--- src/sv/sfd_crc_pkg.sv ---
// ----------------------------------------------------------------------------
// sfd_crc_pkg
// Frame layout constants and the byte-wide CRC-16/CCITT-FALSE update used by
// the speed frame deframer.
// ----------------------------------------------------------------------------
package sfd_crc_pkg;

    // Frame marker, used as both the start byte and the end byte.
    localparam logic [7:0]  FRAME_MARK   = 8'h7E;

    // Byte positions within the 31-byte frame.
    localparam int          POS_W        = 5;
    localparam logic [4:0]  POS_START    = 5'd0;
    localparam logic [4:0]  POS_FIRST    = 5'd1;
    localparam logic [4:0]  POS_SPEED_HI = 5'd6;
    localparam logic [4:0]  POS_SPEED_LO = 5'd7;
    localparam logic [4:0]  POS_CRC_LAST = 5'd27;
    localparam logic [4:0]  POS_CRC_HI   = 5'd28;
    localparam logic [4:0]  POS_CRC_LO   = 5'd29;
    localparam logic [4:0]  POS_END      = 5'd30;

    // CRC-16/CCITT-FALSE: MSB first, no reflection, no final xor.
    localparam logic [15:0] CRC_INIT     = 16'hFFFF;
    localparam logic [15:0] CRC_POLY     = 16'h1021;

    // Feed one byte into the running CRC, one bit per loop step.
    function automatic logic [15:0] crc16_feed(input logic [15:0] crc_in,
                                               input logic [7:0]  data);
        logic [15:0] crc;
        crc = crc_in ^ {data, 8'h00};
        for (int k = 0; k < 8; k++) begin
            if (crc[15]) begin
                crc = {crc[14:0], 1'b0} ^ CRC_POLY;
            end
            else begin
                crc = {crc[14:0], 1'b0};
            end
        end
        return crc;
    endfunction

endpackage

--- src/sv/speed_frame_deframer_crc16_unit.sv ---
// ----------------------------------------------------------------------------
// speed_frame_deframer_crc16_unit
// Assembles received serial bytes into 31-byte speed frames and checks them.
// ----------------------------------------------------------------------------
// Usage:
// Bytes enter on the input channel (in_valid, in_stall, rx_byte), one beat
// per byte. A frame opens with 0x7E; junk before it is dropped, and a second
// 0x7E right after the start restarts the frame. Bytes 1 to 27 feed a
// CRC-16/CCITT-FALSE, bytes 6 and 7 carry the speed, bytes 28 and 29 the
// CRC, and byte 30 must be 0x7E.
// One result beat (frame_ok, speed_kmh) leaves on the output channel
// (out_valid, out_stall) for each frame, in the cycle after byte 30 is taken.
// speed_kmh reads 0 when frame_ok is 0.
// Throughput is one byte per cycle: the byte-wide CRC update and the
// position counter sit between the state registers and the result register.
// While a result waits under out_stall, bytes keep being taken; only the
// end byte of the next frame is held off until the result leaves.
// Reset clears the byte position, reloads the CRC and empties the result
// register.
// ----------------------------------------------------------------------------
module speed_frame_deframer_crc16_unit
    import sfd_crc_pkg::*;
(
    input  logic        clk,
    input  logic        rst_n,
    input  logic        in_valid,
    output logic        in_stall,
    input  logic [7:0]  rx_byte,
    output logic        out_valid,
    input  logic        out_stall,
    output logic        frame_ok,
    output logic [15:0] speed_kmh
);

    logic [POS_W-1:0] pos_reg;
    logic [POS_W-1:0] pos_next;
    logic [15:0]      crc_reg;
    logic [15:0]      crc_next;
    logic [15:0]      speed_reg;
    logic [15:0]      speed_next;
    logic [15:0]      rx_crc_reg;
    logic [15:0]      rx_crc_next;
    logic             out_valid_reg;
    logic             out_valid_next;
    logic             frame_ok_reg;
    logic             frame_ok_next;
    logic [15:0]      speed_kmh_reg;
    logic [15:0]      speed_kmh_next;

    logic             in_accept;
    logic             out_accept;
    logic             emit;
    logic             is_mark;
    logic             restart;
    logic [POS_W-1:0] pos_eff;

    // Handshake: hold off only an end byte while a result is still waiting.
    assign in_stall   = out_valid_reg && out_stall && (pos_reg == POS_END);
    assign in_accept  = in_valid && !in_stall;
    assign out_accept = out_valid_reg && !out_stall;

    // Frame parsing and CRC update for the byte on the input.
    always_comb
    begin
        pos_eff     = (pos_reg > POS_END) ? POS_START : pos_reg;
        is_mark     = (rx_byte == FRAME_MARK);
        restart     = (pos_eff == POS_START) || ((pos_eff == POS_FIRST) && is_mark);
        pos_next    = pos_reg;
        crc_next    = crc_reg;
        speed_next  = speed_reg;
        rx_crc_next = rx_crc_reg;
        emit        = 1'b0;

        if (in_accept) begin
            if (restart) begin
                if (is_mark) begin
                    crc_next = CRC_INIT;
                    pos_next = POS_FIRST;
                end
                else begin
                    pos_next = pos_eff;
                end
            end
            else begin
                if (pos_eff <= POS_CRC_LAST) begin
                    crc_next = crc16_feed(crc_reg, rx_byte);
                end
                case (pos_eff)
                    POS_SPEED_HI: speed_next  = {rx_byte, speed_reg[7:0]};
                    POS_SPEED_LO: speed_next  = {speed_reg[15:8], rx_byte};
                    POS_CRC_HI:   rx_crc_next = {rx_byte, rx_crc_reg[7:0]};
                    POS_CRC_LO:   rx_crc_next = {rx_crc_reg[15:8], rx_byte};
                    default:      ;
                endcase
                if (pos_eff == POS_END) begin
                    emit     = 1'b1;
                    pos_next = POS_START;
                end
                else begin
                    pos_next = pos_eff + POS_W'(1);
                end
            end
        end
    end

    // Result register: loads on a frame end, clears when the beat is taken.
    always_comb
    begin
        out_valid_next = out_valid_reg;
        frame_ok_next  = frame_ok_reg;
        speed_kmh_next = speed_kmh_reg;
        if (emit) begin
            out_valid_next = 1'b1;
            frame_ok_next  = is_mark && (rx_crc_reg == crc_reg);
            speed_kmh_next = (is_mark && (rx_crc_reg == crc_reg)) ? speed_reg : 16'h0000;
        end
        else if (out_accept) begin
            out_valid_next = 1'b0;
        end
    end

    // Control state.
    always_ff @(posedge clk or negedge rst_n)
    begin
        if (!rst_n) begin
            pos_reg       <= POS_START;
            crc_reg       <= CRC_INIT;
            out_valid_reg <= 1'b0;
        end
        else begin
            pos_reg       <= pos_next;
            crc_reg       <= crc_next;
            out_valid_reg <= out_valid_next;
        end
    end

    // Payload registers.
    always_ff @(posedge clk)
    begin
        speed_reg     <= speed_next;
        rx_crc_reg    <= rx_crc_next;
        frame_ok_reg  <= frame_ok_next;
        speed_kmh_reg <= speed_kmh_next;
    end

    assign out_valid = out_valid_reg;
    assign frame_ok  = frame_ok_reg;
    assign speed_kmh = speed_kmh_reg;

    // Checks on the parser and result logic.
    a_pos_range: assert property (@(posedge clk) disable iff (!rst_n)
        pos_reg <= POS_END)
        else $error("byte position out of frame range");

    a_bad_frame_zero: assert property (@(posedge clk) disable iff (!rst_n)
        (out_valid && !frame_ok) |-> (speed_kmh == 16'h0000))
        else $error("rejected frame carries a nonzero speed");

    a_end_emits: assert property (@(posedge clk) disable iff (!rst_n)
        (in_accept && (pos_reg == POS_END)) |=> (out_valid && (pos_reg == POS_START)))
        else $error("end byte did not produce a result");

    a_junk_dropped: assert property (@(posedge clk) disable iff (!rst_n)
        (in_accept && (pos_reg == POS_START) && (rx_byte != FRAME_MARK))
        |=> (pos_reg == POS_START))
        else $error("junk byte moved the frame position");

    a_stall_cause: assert property (@(posedge clk) disable iff (!rst_n)
        in_stall |-> (out_valid && out_stall))
        else $error("input stalled without a waiting result");

endmodule
--- config.mk ---
export PLATFORM = sky130hd
export DESIGN_NAME = speed_frame_deframer_crc16_unit
export DESIGN_NICKNAME = d
export VERILOG_FILES = /design/src/sv/sfd_crc_pkg.sv /design/src/sv/speed_frame_deframer_crc16_unit.sv
export SDC_FILE = /design/constraint.sdc
export NUM_CORES = 1
export LEC_CHECK = 0
export ABC_AREA = 1
export ABC_CLOCK_PERIOD_IN_PS = 3200
export BUFFER_PORTS_ARGS = -buffer_cell sky130_fd_sc_hd__buf_2
export CAP_MARGIN = 25
export CORE_MARGIN = 3
export CORE_UTILIZATION = 50
export CTS_CLUSTER_DIAMETER = 200
export CTS_CLUSTER_SIZE = 14
export DETAILED_ROUTE_END_ITERATION = 8
export PLACE_DENSITY = 0.68
export RECOVER_POWER = 25
export SLEW_MARGIN = 20
export SYNTH_ARGS = -nofsm -noshare
export SYNTH_HDL_FRONTEND = slang
export SYNTH_SLANG_ARGS = --single-unit
--- constraint.sdc ---
create_clock -name clk -period 3.2 [get_ports clk]
set_input_delay 0.32 -clock clk [delete_from_list [all_inputs] [get_ports clk]]
set_output_delay 0.32 -clock clk [all_outputs]
set_load 0.005 [all_outputs]
After elaboration in Yosys (flattened, before gate mapping)

Index checks and enable logic that the tools add are counted.
Widths: inputs -> output; s select.

Register bits after elaboration: 71
Word-level logic and storage cells: 96
Input bits: 12
Output and inout bits: 19

Magnitude comparators: 2
Add/sub/neg operators: 1
Reductions and logical operators: 17
Bitwise operators: 14
Eq/ne operators: 10
Muxes and demuxes: 43

Operators with widths:

| cell                | count |
|---|---|
| $mux 16             | 24 |
| $mux 13             | 8 |
| $pmux 16 s2         | 2 |
| $not 3->3           | 8 |
| $eq 5x5->1 const B  | 4 |
| $mux 5              | 4 |
| $eq 16x16->1        | 1 |
| $reduce_and 4->1    | 4 |
| $xor 16x16->16      | 1 |
| $eq 5x3->1 const B  | 2 |
| $eq 8x7->1 const B  | 1 |
| $logic_and 1x1->1   | 6 |
| $add 5x1->5 const B | 1 |
| $eq 5x1->1 const B  | 1 |
| $gt 5x5->1 const B  | 1 |
| $le 5x5->1 const B  | 1 |
| $logic_not 5->1     | 1 |
| $mux 1              | 5 |
| $not 1->1           | 5 |
| $reduce_bool 2->1   | 2 |
| $reduce_and 3->1    | 1 |
| $logic_not 1->1     | 2 |
| $ne 2x2->1 const B  | 1 |
| $logic_or 1x1->1    | 1 |

Logic depth before layout (Yosys ltp)

Gate-level depths: netlist of run 1.

Depth in word-level cells: 41
Mapped depth: 14
Depth with buffers taken out: 13

Worst setup path after synthesis of run 1

No wires, ideal clock.

Kind: register to register
Start point: register pos_reg[4]
End point: register speed_reg[0] (enable)
Clock period less this slack: 2.749 ns
Setup time: 0.383 ns
Stages on the path, launching flop included: 13
Path buffers: 1
Setup slack: 0.451 ns
Arrival: 2.365 ns
Required time: 2.817 ns
Path through: dfrtp_1 nand2_2 nor2_4 nand2_4 nand2_1 inv_1 ha_1 nand3_1 nand2_1 nand2_4 buf_4 nand2_1 nor3_1

Cells in the longest elaborated chain, start to end: 7
Elaborated cells on any way between the ends: 15
Classes of those cells: order compare: 1; eq/ne: 4; mux: 1; bitwise: 2; reduce/logical: 7

RTL lines:

| element                               | line                                   | source |
|---|---|---|
| start: declaration                    | speed_frame_deframer_crc16_unit.sv:35  | `logic [POS_W-1:0] pos_reg;` |
| start signal: assignment              | speed_frame_deframer_crc16_unit.sv:131 | `pos_reg <= pos_next;` |
| $gt 5x5->1                            | speed_frame_deframer_crc16_unit.sv:65  | `pos_eff = (pos_reg > POS_END) ? POS_START : pos_reg;` |
| $mux 5                                | speed_frame_deframer_crc16_unit.sv:65  |  |
| $eq 5x1->1                            | speed_frame_deframer_crc16_unit.sv:67  | `restart = (pos_eff == POS_START) \|\| ((pos_eff == POS_FIRST) && is_mark);` |
| $logic_and 1x1->1                     | speed_frame_deframer_crc16_unit.sv:67  |  |
| $logic_or 1x1->1                      | speed_frame_deframer_crc16_unit.sv:67  |  |
| $not 1->1 (no source line)            | n/a                                    |  |
| $reduce_and 4->1 (no source line) (*) | n/a                                    |  |
| end signal: assignment                | speed_frame_deframer_crc16_unit.sv:140 | `speed_reg <= speed_next;` |
| end: declaration                      | speed_frame_deframer_crc16_unit.sv:39  | `logic [15:0] speed_reg;` |

Every way passes the cells marked *; elsewhere a longest branch is shown, timed or not.
A chain may end at the register's enable or synchronous reset.

Final worst setup path of run 1

Start point: register pos_reg[4]
End point: register speed_reg[2] (enable)

Same word-level chain as after synthesis.

==> flow_summary_export.csv, run 1 <==
group,metric,value,unit
outcome,status,"finished clean",
critical_path,startpoint_type,"flip-flop",
cts,root_buffer,"clkbuf_8",
pwr,p_clk_share,21.4,%
drt,wl_met1,3700,um
cts,cts_tree,"yes",
critical_path,worstReg2RegStart,"pos_reg[4]",
timing,period_share,85.6,%
cts,htree_num_levels,3,
logic_synthesis,ys_ff_latch,71,
timing,layout_min_cycle_time,2740,ps
timing,hold_slack,220,ps
cts,clk_latency,360,ps
global_route,grt_pass1_wl,13800,um
pwr,netSwitchingPower,1390,uW
logic_synthesis,yosysUniqueCellTypes,29,
timing,rsz0062_at_grt,"no",
drt,drt_iter0_drc,219,
logic_synthesis,synthesis.nets,473,
logic_synthesis,synth_top_area_cell,"edfxtp_1",
critical_path,cp-end-kind,"flip-flop",
critical_path,cp.required,3270,ps
floorplan,pin_count,31,
drt,highest_layer,"met4",
critical_path,critPathArrivalTime,2810,ps
hold_path,min_to,"pos_reg[0]",
finish,design_area,4290,um2
floorplan,die_area,8750,um2
pwr,ir_drop,426,uV
cts,numCtsBuffers,9,
hold_path,hold_depth,4,
drt,route.detailed.drc,0,
floorplan,start_util,52.3,%
cts,clock_path_buffers,2,
logic_synthesis,synth_top_area_share,38.4,%
critical_path,r2r_end,"speed_reg[2]",
logic_synthesis,syn_area_per_cell,8.39,um2
timing,slew_headroom,24.8,%
placement,dp_hpwl,6190,um
critical_path,cp_max_fo,21,
finish,layout-drive-gt1-share,16.8,%
pwr,p_per_area,789,nW/um2
finish,antenna_cells,0,
placement,portBuffers,30,
run,maxCapViolations,0,
timing,report.final.hold_viol_count,0,
global_route,grt_overflow_total,0,
critical_path,setup.worst_path.start,"pos_reg[4]",
critical_path,reg2regPathDepth,12,
pwr,internal_power,1990,uW
timing,setup-tns-final,0,ps
cts,clock-sinks,71,
floorplan,die_x,93.6,um
pwr,seq_power_share,40.5,%
pwr,p_comb_share,38.0,%
timing,worst_slew_pin_slew,1130,ps
logic_synthesis,yosys_warnings,0,
placement,numPlacedInstances,583,
cts,cts_setup_buffers,0,
drt,routed-wl-met2,3930,um
drt,wl_met3,464,um
placement,place_area,4090,um2
timing,slew_violations,0,
drt,dr.pass1.iters,5,
logic_synthesis,synthTopCellsByArea,"edfxtp_1 (38%), nand2_1 (15%), dfstp_2 (11%)",
logic_synthesis,ys_seq_area_share,53.3,%
pwr,switching_share,41.1,%
cts,cts-resized-gates,0,
critical_path,ff2ff_setup_slack,460,ps
logic_synthesis,syn-cell-area,3830,um2
floorplan,std_cell_rows,31,
finish,nNetsFinal,512,
cts,cts_hold_buf,1,
drt,wire_per_inst,13.8,um
placement,place_congestion,0.895,
global_route,first_global_vias,2899,
hold_path,worstHoldPathType,"in -> reg",
drt,routed_via_density,5.09,
timing,clock.fmax,0.365,GHz
hold_path,worstHoldStart,"in_valid",
critical_path,crit_type,"reg -> reg",
timing,setup_violations,0,
finish,fin_cells,600,
floorplan,die_h,93.6,um
floorplan,coreArea,7330,um2
drt,drt-total-wl,8280,um
pwr,p_leak,0.00209,uW
timing,skew,8.14,ps
drt,antenna_left,0,
global_route,grt_max_degree,23,
global_route,grt_usage,20.7,%
global_route,antenna_found_initial,0,
logic_synthesis,synthCells,457,
drt,vias,3054,
finish,synthToLayoutAreaGrowth,11.8,%
cts,clk_pin_slew,80,ps
-- worst max-delay path by stage --
stage / end / slack, ps / cells after the start
4_1_cts: speed_reg[5] / 480 / 12
6_report: speed_reg[2] / 460 / 12
5_1_grt: speed_reg[2] / 220 / 12
3_5_place_dp: speed_reg[3] / 480 / 12
3_3_place_gp: rx_crc_reg[7] / 660 / 12
2_1_floorplan: speed_reg[0] / 450 / 12
-- layout by cell type, fill, tap and decap left out --
| master | instances |
|---|---|
| dfstp_2 | 16 |
| buf_4 | 6 |
| a31oi_1 | 1 |
| inv_2 | 4 |
| nor2_2 | 1 |
| clkinv_4 | 1 |
| o21ai_0 | 3 |
| o31ai_4 | 1 |
| inv_6 | 2 |
| nor3_1 | 4 |
| xor2_1 | 3 |
| xnor2_1 | 3 |
| clkinv_1 | 2 |
| bufinv_16 | 1 |
| dfrtp_1 | 6 |
| o21ai_1 | 2 |
| nand2_1 | 158 |
| nand4_1 | 6 |
| o22ai_1 | 6 |
| nand2_2 | 2 |
| clkinvlp_4 | 1 |
| ha_1 | 4 |
| inv_1 | 64 |
| dlygate4sd3_1 | 1 |
| a22oi_1 | 1 |
| nand2_4 | 3 |
| buf_2 | 22 |
| clkbuf_1 | 8 |
| a21oi_1 | 1 |
| nor2_4 | 1 |
| clkbuf_8 | 9 |
| nand3_2 | 12 |
| edfxtp_1 | 49 |
| nand3_4 | 2 |
| nand3_1 | 36 |
| nor2_1 | 59 |
-- area by class of cell --
class / instances / area [um2]
repair buffers: 37 / 195
well taps: 99 / 124
multi-input cells: 309 / 1480
clock inverters: 7 / 71.3
clock buffers: 9 / 124
flip-flops and latches: 71 / 2040
inverters: 68 / 255
fillers: 660 / 3040
-- Yosys cell counts, drive strengths merged --
cell    instances
nand2         163
ha              4
dfstp          16
xnor2           3
nor2           61
inv            68
nor3            4
dfrtp           6
xor2            3
a22oi           1
nand3          50
o31ai           1
edfxtp         49
a21oi           1
nand4           6
o22ai           6
o21ai           5
a31oi           1
buf             9
-- cells by family after synthesis --
group                    count (synthesis)  synth area share [%]
AO/OA/AOI/OAI                           15                  2.68
XOR/XNOR                                 6                  1.37
adder cells (fa/ha/maj)                  4                  1.31
buffers and inverters                   77                  8.22
flip-flops                              71                  53.3
AND/OR/NAND/NOR                        284                  33.2
-- layer usage --
metal  GRT usage, %  vias to the layer above
li1               -                     1531
met1           27.1                     1414
met2           33.5                       93
met3           5.15                       16
met4           7.10                        0
met5              0                        -
-- metrics by stage --
stage / power [uW] / utilization (%) / worst slack [ps]
floorplan: 2410 / - / 451
detailed placement: 2670 / 55.8 / 482
global route: 3660 / 58.5 / 224
global placement: 2630 / 55.8 / 657
finish: 3390 / 58.5 / 459
CTS: 3400 / 58.6 / 479
-- power groups by stage --
| stage | sequential (uW) | clock (uW) | combinational [uW] |
|---|---|---|---|
| floorplan | 1340 | 0 | 1070 |
| global placement | 1380 | 0 | 1250 |
| detailed placement | 1390 | 0 | 1280 |
| CTS | 1370 | 740 | 1290 |
| global route | 1400 | 778 | 1490 |
| finish | 1370 | 726 | 1290 |
-- worst max-delay path, cell delays in order, from the launching register on --
cell	delay, ps
dfrtp_1	520
nand2_2	120
nor2_4	120
nand2_4	80
nand2_1	160
inv_1	90
ha_1	210
nand3_1	80
nand2_1	220
nand2_4	270
nand2_1	150
nor3_1	210
buf_4	210
(Power assumes the default switching activity.)
==> inputs of run 2 (changes only) <==
==> constraint.sdc (replaced) <==
create_clock -name clk -period 3.2 [get_ports clk]
set_input_delay 0.32 -clock clk [delete_from_list [all_inputs] [get_ports clk]]
set_output_delay 0.32 -clock clk [all_outputs]
set_load 0.02 [all_outputs]
==> run 2 against run 1 <==
Net effect: clock power is essentially flat; non-clock buffer count stayed put; critical path depth unchanged; sequential power is essentially flat; first-iteration DRC count stayed put; final cell count unchanged; core utilization is 0.19 points lower; die area is the same; sequential share of layout area increased by 0.15 points; critical endpoint unchanged; largest power group unchanged; highest routed layer unchanged.
==> flow_summary_export.csv, run 2 (same netlist as run 1, synthesis figures left out) <==
group,metric,value,unit
critical_path,critPathArrivalTime,2810,ps
cts,clk_pin_slew,80,ps
critical_path,path_delay_family,"simple AND/OR/NAND/NOR gates",
critical_path,cp.required,3270,ps
cts,cts_setup_buffers,0,
finish,layout_common_cells,"nand2_1 (158), inv_1 (64), nor2_1 (59), edfxtp_1 (49), nand3_1 (36)",
finish,nNetsFinal,512,
pwr,switching_share,41.1,%
floorplan,pin_count,31,
critical_path,crit_top_cell,"nand2_1",
cts,cts-resized-gates,0,
timing,skew,8.16,ps
timing,rsz0062_at_grt,"no",
global_route,first_global_vias,2899,
finish,mostFrequentLayoutCell,"nand2_1",
global_route,grt_max_degree,23,
timing,setup-tns-final,0,ps
drt,drt_iter0_drc,219,
global_route,top_usage_layer,"met2",
critical_path,startpoint_type,"flip-flop",
timing,hold_slack,220,ps
critical_path,critical_path.max_stage_delay,520,ps
pwr,seq_power_share,40.5,%
critical_path,crit_type,"reg -> reg",
timing,setup_violations,0,
hold_path,hold_depth,4,
floorplan,die_x,93.6,um
timing,slew_violations,0,
global_route,grt_pass1_wl,13800,um
global_route,gr-usage-met1,27.1,%
placement,numPlacedInstances,583,
critical_path,reg2regPathDepth,12,
drt,drt-total-wl,8300,um
finish,final_core_util,58.3,%
timing,report.final.hold_viol_count,0,
timing,layout_min_cycle_time,2750,ps
critical_path,crit_chain,"nand2_2 -> nor2_4 -> nand2_4 -> nand2_1 -> inv_1 -> ha_1 -> nand3_1 -> nand2_1 -> nand2_4 -> nand2_1 -> nor3_1 -> buf_4",
cts,clock-sinks,71,
pwr,p_leak,0.00206,uW
cts,cts_tree,"yes",
global_route,grt_use_met3,5.15,%
pwr,netSwitchingPower,1390,uW
placement,place_area,4090,um2
floorplan,coreArea,7330,um2
hold_path,worstHoldPathType,"in -> reg",
placement,place_congestion,0.895,
cts,root_buffer,"clkbuf_8",
floorplan,std_cell_rows,31,
cts,htree_num_levels,3,
finish,synthToLayoutAreaGrowth,11.5,%
floorplan,start_util,52.3,%
timing,slew_headroom,24.8,%
finish,fill_cells,669,
cts,clk_latency,360,ps
pwr,ir_drop,427,uV
timing,period_share,85.8,%
critical_path,path_depth,12,
drt,routed_via_density,5.11,
finish,layout-drive-gt1-share,14.6,%
global_route,grtUsageMet2,33.5,%
floorplan,die_h,93.6,um
critical_path,crit_slowest_cell,"dfrtp_1",
drt,vias,3064,
drt,antenna_left,0,
cts,numCtsBuffers,9,
critical_path,crit_buf_inv,2,
drt,route.detailed.drc,0,
finish,antenna_cells,0,
timing,worst_slew_pin_slew,1130,ps
floorplan,die_area,8750,um2
critical_path,cp-end-kind,"flip-flop",
finish,fin_cells,600,
pwr,internal_power,1990,uW
finish,design_area,4270,um2
global_route,grt_usage,20.7,%
outcome,status,"finished clean",
run,maxCapViolations,0,
placement,dp_hpwl,6190,um
placement,portBuffers,30,
global_route,grt_overflow_total,0,
cts,clock_path_buffers,2,
drt,dr.pass1.iters,5,
pwr,p_comb_share,38.0,%
timing,clock.fmax,0.364,GHz
pwr,p_per_area,792,nW/um2
global_route,antenna_found_initial,0,
pwr,p_clk_share,21.4,%
critical_path,cp_max_fo,21,
drt,wire_per_inst,13.8,um
## run 2: final timing paths
kind	end	slack, ps	start
max in group asynchronous	out_valid	1830	rst_n
worst max-delay path	speed_reg[2]	450	pos_reg[4]
min in group asynchronous	pos_reg[0]	700	rst_n
worst min register to register	crc_reg[2]	480	crc_reg[2]
worst max register to register	speed_reg[2]	450	pos_reg[4]
worst min-delay path	pos_reg[0]	220	in_valid
## run 2: what timing repair did
item / in CTS / in global routing
endpoints found under the hold margin: 6 / 0
endpoints found under the setup margin: 0 / 0
hold buffers: 1 / 0
## run 2: area by class of cell
cell class              count  area (um2)  area share, %
multi-input cells         309        1480           34.5
clock buffers               9         124           2.90
well taps                  99         124           2.90
repair buffers             37         181           4.24
clock inverters             7        71.3           1.67
inverters                  68         255           5.97
flip-flops and latches     71        2040           47.8
## run 2: worst register-to-register path: cells and delay by family, from the launching register on
family        cells  cell delay (ps)
simple gates      9             1430
fa+ha+maj         1              210
buf+inv           2              300
flops             1              520
## run 2: through the flow
stage / power [uW] / setup WS [ps]
after floorplan: 2410 / 451
after global placement: 2630 / 657
after detailed placement: 2670 / 482
after CTS: 3400 / 479
after global routing: 3660 / 224
final: 3390 / 454
## run 2: power groups by stage
stage	Clock (uW)	Sequential, uW	Combinational, uW
6_report	726	1370	1290
5_1_grt	778	1400	1490
4_1_cts	740	1370	1290
3_5_place_dp	0	1390	1280
3_3_place_gp	0	1380	1250
2_1_floorplan	0	1340	1070
## run 2: per-layer routing
metal	vias up	part of all wire, %
met3	14	5.8
met4	0	2.1
met1	1426	45
met5	-	0
met2	93	47
li1	1531	-
==> inputs of run 3 (changes only) <==
--- a/config.mk
+++ b/config.mk
@@ -16,6 +16,7 @@
 export DETAILED_ROUTE_END_ITERATION = 8
 export PLACE_DENSITY = 0.68
 export RECOVER_POWER = 25
+export REMOVE_ABC_BUFFERS = 1
 export SLEW_MARGIN = 20
 export SYNTH_ARGS = -nofsm -noshare
 export SYNTH_HDL_FRONTEND = slang
==> run 3 against run 2 <==
Net effect: register-to-register slack about the same; final cell count unchanged; highest routed layer unchanged; largest cell class unchanged; fmax decreased by 0.18%; non-clock buffer count unchanged; total power decreased by 3.0%; sequential power about the same; sequential cell count unchanged; clock skew increased by 3.4 ps.
==> flow_summary_export.csv, run 3 (same netlist as run 1, synthesis figures left out) <==
group,metric,value,unit
global_route,grt_usage,20.7,%
floorplan,std_cell_rows,31,
timing,report.final.hold_viol_count,0,
global_route,grt_max_degree,23,
floorplan,start_util,52.3,%
cts,numCtsBuffers,9,
pwr,netSwitchingPower,1370,uW
finish,final_core_util,57.8,%
global_route,grt_overflow_total,0,
pwr,p_comb_share,39.0,%
pwr,seq_power_share,42.2,%
cts,clock-sinks,71,
drt,route.detailed.drc,0,
timing,setup-tns-final,0,ps
floorplan,pin_count,31,
finish,fill_cells,689,
outcome,status,"finished clean",
placement,dp_slack,486,ps
timing,rsz0062_at_grt,"no",
drt,antenna_left,0,
pwr,switching_share,41.7,%
critical_path,crit_type,"reg -> reg",
timing,slew_headroom,24.1,%
cts,root_buffer,"clkbuf_8",
placement,dp_hpwl,6220,um
finish,layout-drive-gt1-share,14.2,%
timing,setup_violations,0,
critical_path,cp-end-kind,"flip-flop",
critical_path,cp.required,3250,ps
cts,cts_setup_buffers,0,
critical_path,cp_max_fo,21,
timing,hold_slack,232,ps
finish,synthToLayoutAreaGrowth,10.5,%
placement,place_congestion,0.831,
pwr,p_leak,0.00205,uW
drt,vias,3056,
placement,portBuffers,30,
global_route,first_global_vias,2773,
drt,wire_per_inst,13.9,um
cts,clk_latency,350,ps
drt,drt-total-wl,8320,um
pwr,ir_drop,420,uV
critical_path,worstReg2RegStart,"pos_reg[4]",
timing,worst_slew_pin_slew,1140,ps
floorplan,die_h,93.6,um
global_route,grt_pass1_wl,13900,um
cts,cts_tree,"yes",
timing,clock.fmax,0.363,GHz
finish,nNetsFinal,512,
drt,routed_via_density,5.09,
timing,period_share,86.0,%
finish,mostFrequentLayoutCell,"nand2_1",
timing,skew,11.6,ps
floorplan,coreArea,7330,um2
finish,antenna_cells,0,
critical_path,startpoint_type,"flip-flop",
drt,dr.pass1.iters,6,
hold_path,worstHoldStart,"in_valid",
timing,layout_min_cycle_time,2750,ps
critical_path,critPathArrivalTime,2810,ps
pwr,p_per_area,775,nW/um2
critical_path,setup.worst_path.start,"pos_reg[4]",
hold_path,worstHoldPathType,"in -> reg",
timing,slew_violations,0,
cts,htree_num_levels,3,
finish,layout_common_cells,"nand2_1 (158), inv_1 (64), nor2_1 (59), edfxtp_1 (49), nand3_1 (36)",
cts,clk_pin_slew,80,ps
run,maxCapViolations,0,
floorplan,die_area,8750,um2
floorplan,die_x,93.6,um
cts,clock_path_buffers,2,
drt,drt_iter0_drc,254,
pwr,p_clk_share,18.8,%
timing,timing.final.ws_setup,449,ps
global_route,antenna_found_initial,0,
pwr,internal_power,1910,uW
## run 3: changes by cell type in the layout (fill, tap and decap cells not counted), sizes merged
cell / delta
inv: -2
clkbuf: +3
clkinv: +1
clkinvlp: -1
bufinv: -1
## run 3: metrics by stage
stage / cells / total power, uW / area [um2]
2_1_floorplan: 448 / 2350 / 3770
3_3_place_gp: 583 / 2630 / 4090
3_5_place_dp: 583 / 2670 / 4090
4_1_cts: 600 / 3280 / 4260
5_1_grt: 600 / 3550 / 4240
6_report: 600 / 3280 / 4240
## run 3: timing repair
item,CTS,global route
gates resized for setup,0,0
endpoints found under the hold margin,6,0
hold buffers,1,0
## run 3: final cells by class
type / count / area, um2 / share of cell area [%]
flip-flops and latches: 71 / 2040 / 48.2
multi-input cells: 309 / 1480 / 34.8
inverters: 68 / 255 / 6.02
repair buffers: 37 / 181 / 4.28
clock buffers: 12 / 135 / 3.19
well taps: 99 / 124 / 2.92
clock inverters: 4 / 22.5 / 0.532
## run 3: critical path, cell delays in order (launching register included)
cell     delay (ps)
dfrtp_1         530
nand2_2         130
nor2_4          120
nand2_4          80
nand2_1         160
inv_1            90
ha_1            210
nand3_1          80
nand2_1         210
nand2_4         270
nand2_1         150
nor3_1          190
buf_4           220
## run 3: worst paths after layout
| path | endpoint | slack, ps | cells past startpoint |
|---|---|---|---|
| max in group asynchronous | pos_reg[4] | 1820 | 2 |
| max reg2reg | speed_reg[1] | 450 | 12 |
| min | pos_reg[0] | 230 | 4 |
| min in group asynchronous | out_valid | 710 | 2 |
| min reg2reg | crc_reg[1] | 490 | 2 |
| max | speed_reg[1] | 450 | 12 |
## run 3: power by group through the flow
stage / Sequential [uW] / Clock, uW / Combinational (uW)
after CTS: 1380 / 626 / 1280
after global routing: 1410 / 673 / 1470
after global placement: 1380 / 0 / 1250
after detailed placement: 1400 / 0 / 1270
after floorplan: 1340 / 0 / 1010
final: 1390 / 616 / 1280
## run 3: per-layer routing
| layer | part of all wire, % | vias up | GRT usage, % |
|---|---|---|---|
| met5 | 0 | - | 0 |
| met4 | 2.2 | 0 | 7.10 |
| met3 | 6.6 | 16 | 3.94 |
| met2 | 46 | 108 | 32.2 |
| met1 | 45 | 1403 | 29.2 |
| li1 | - | 1529 | - |
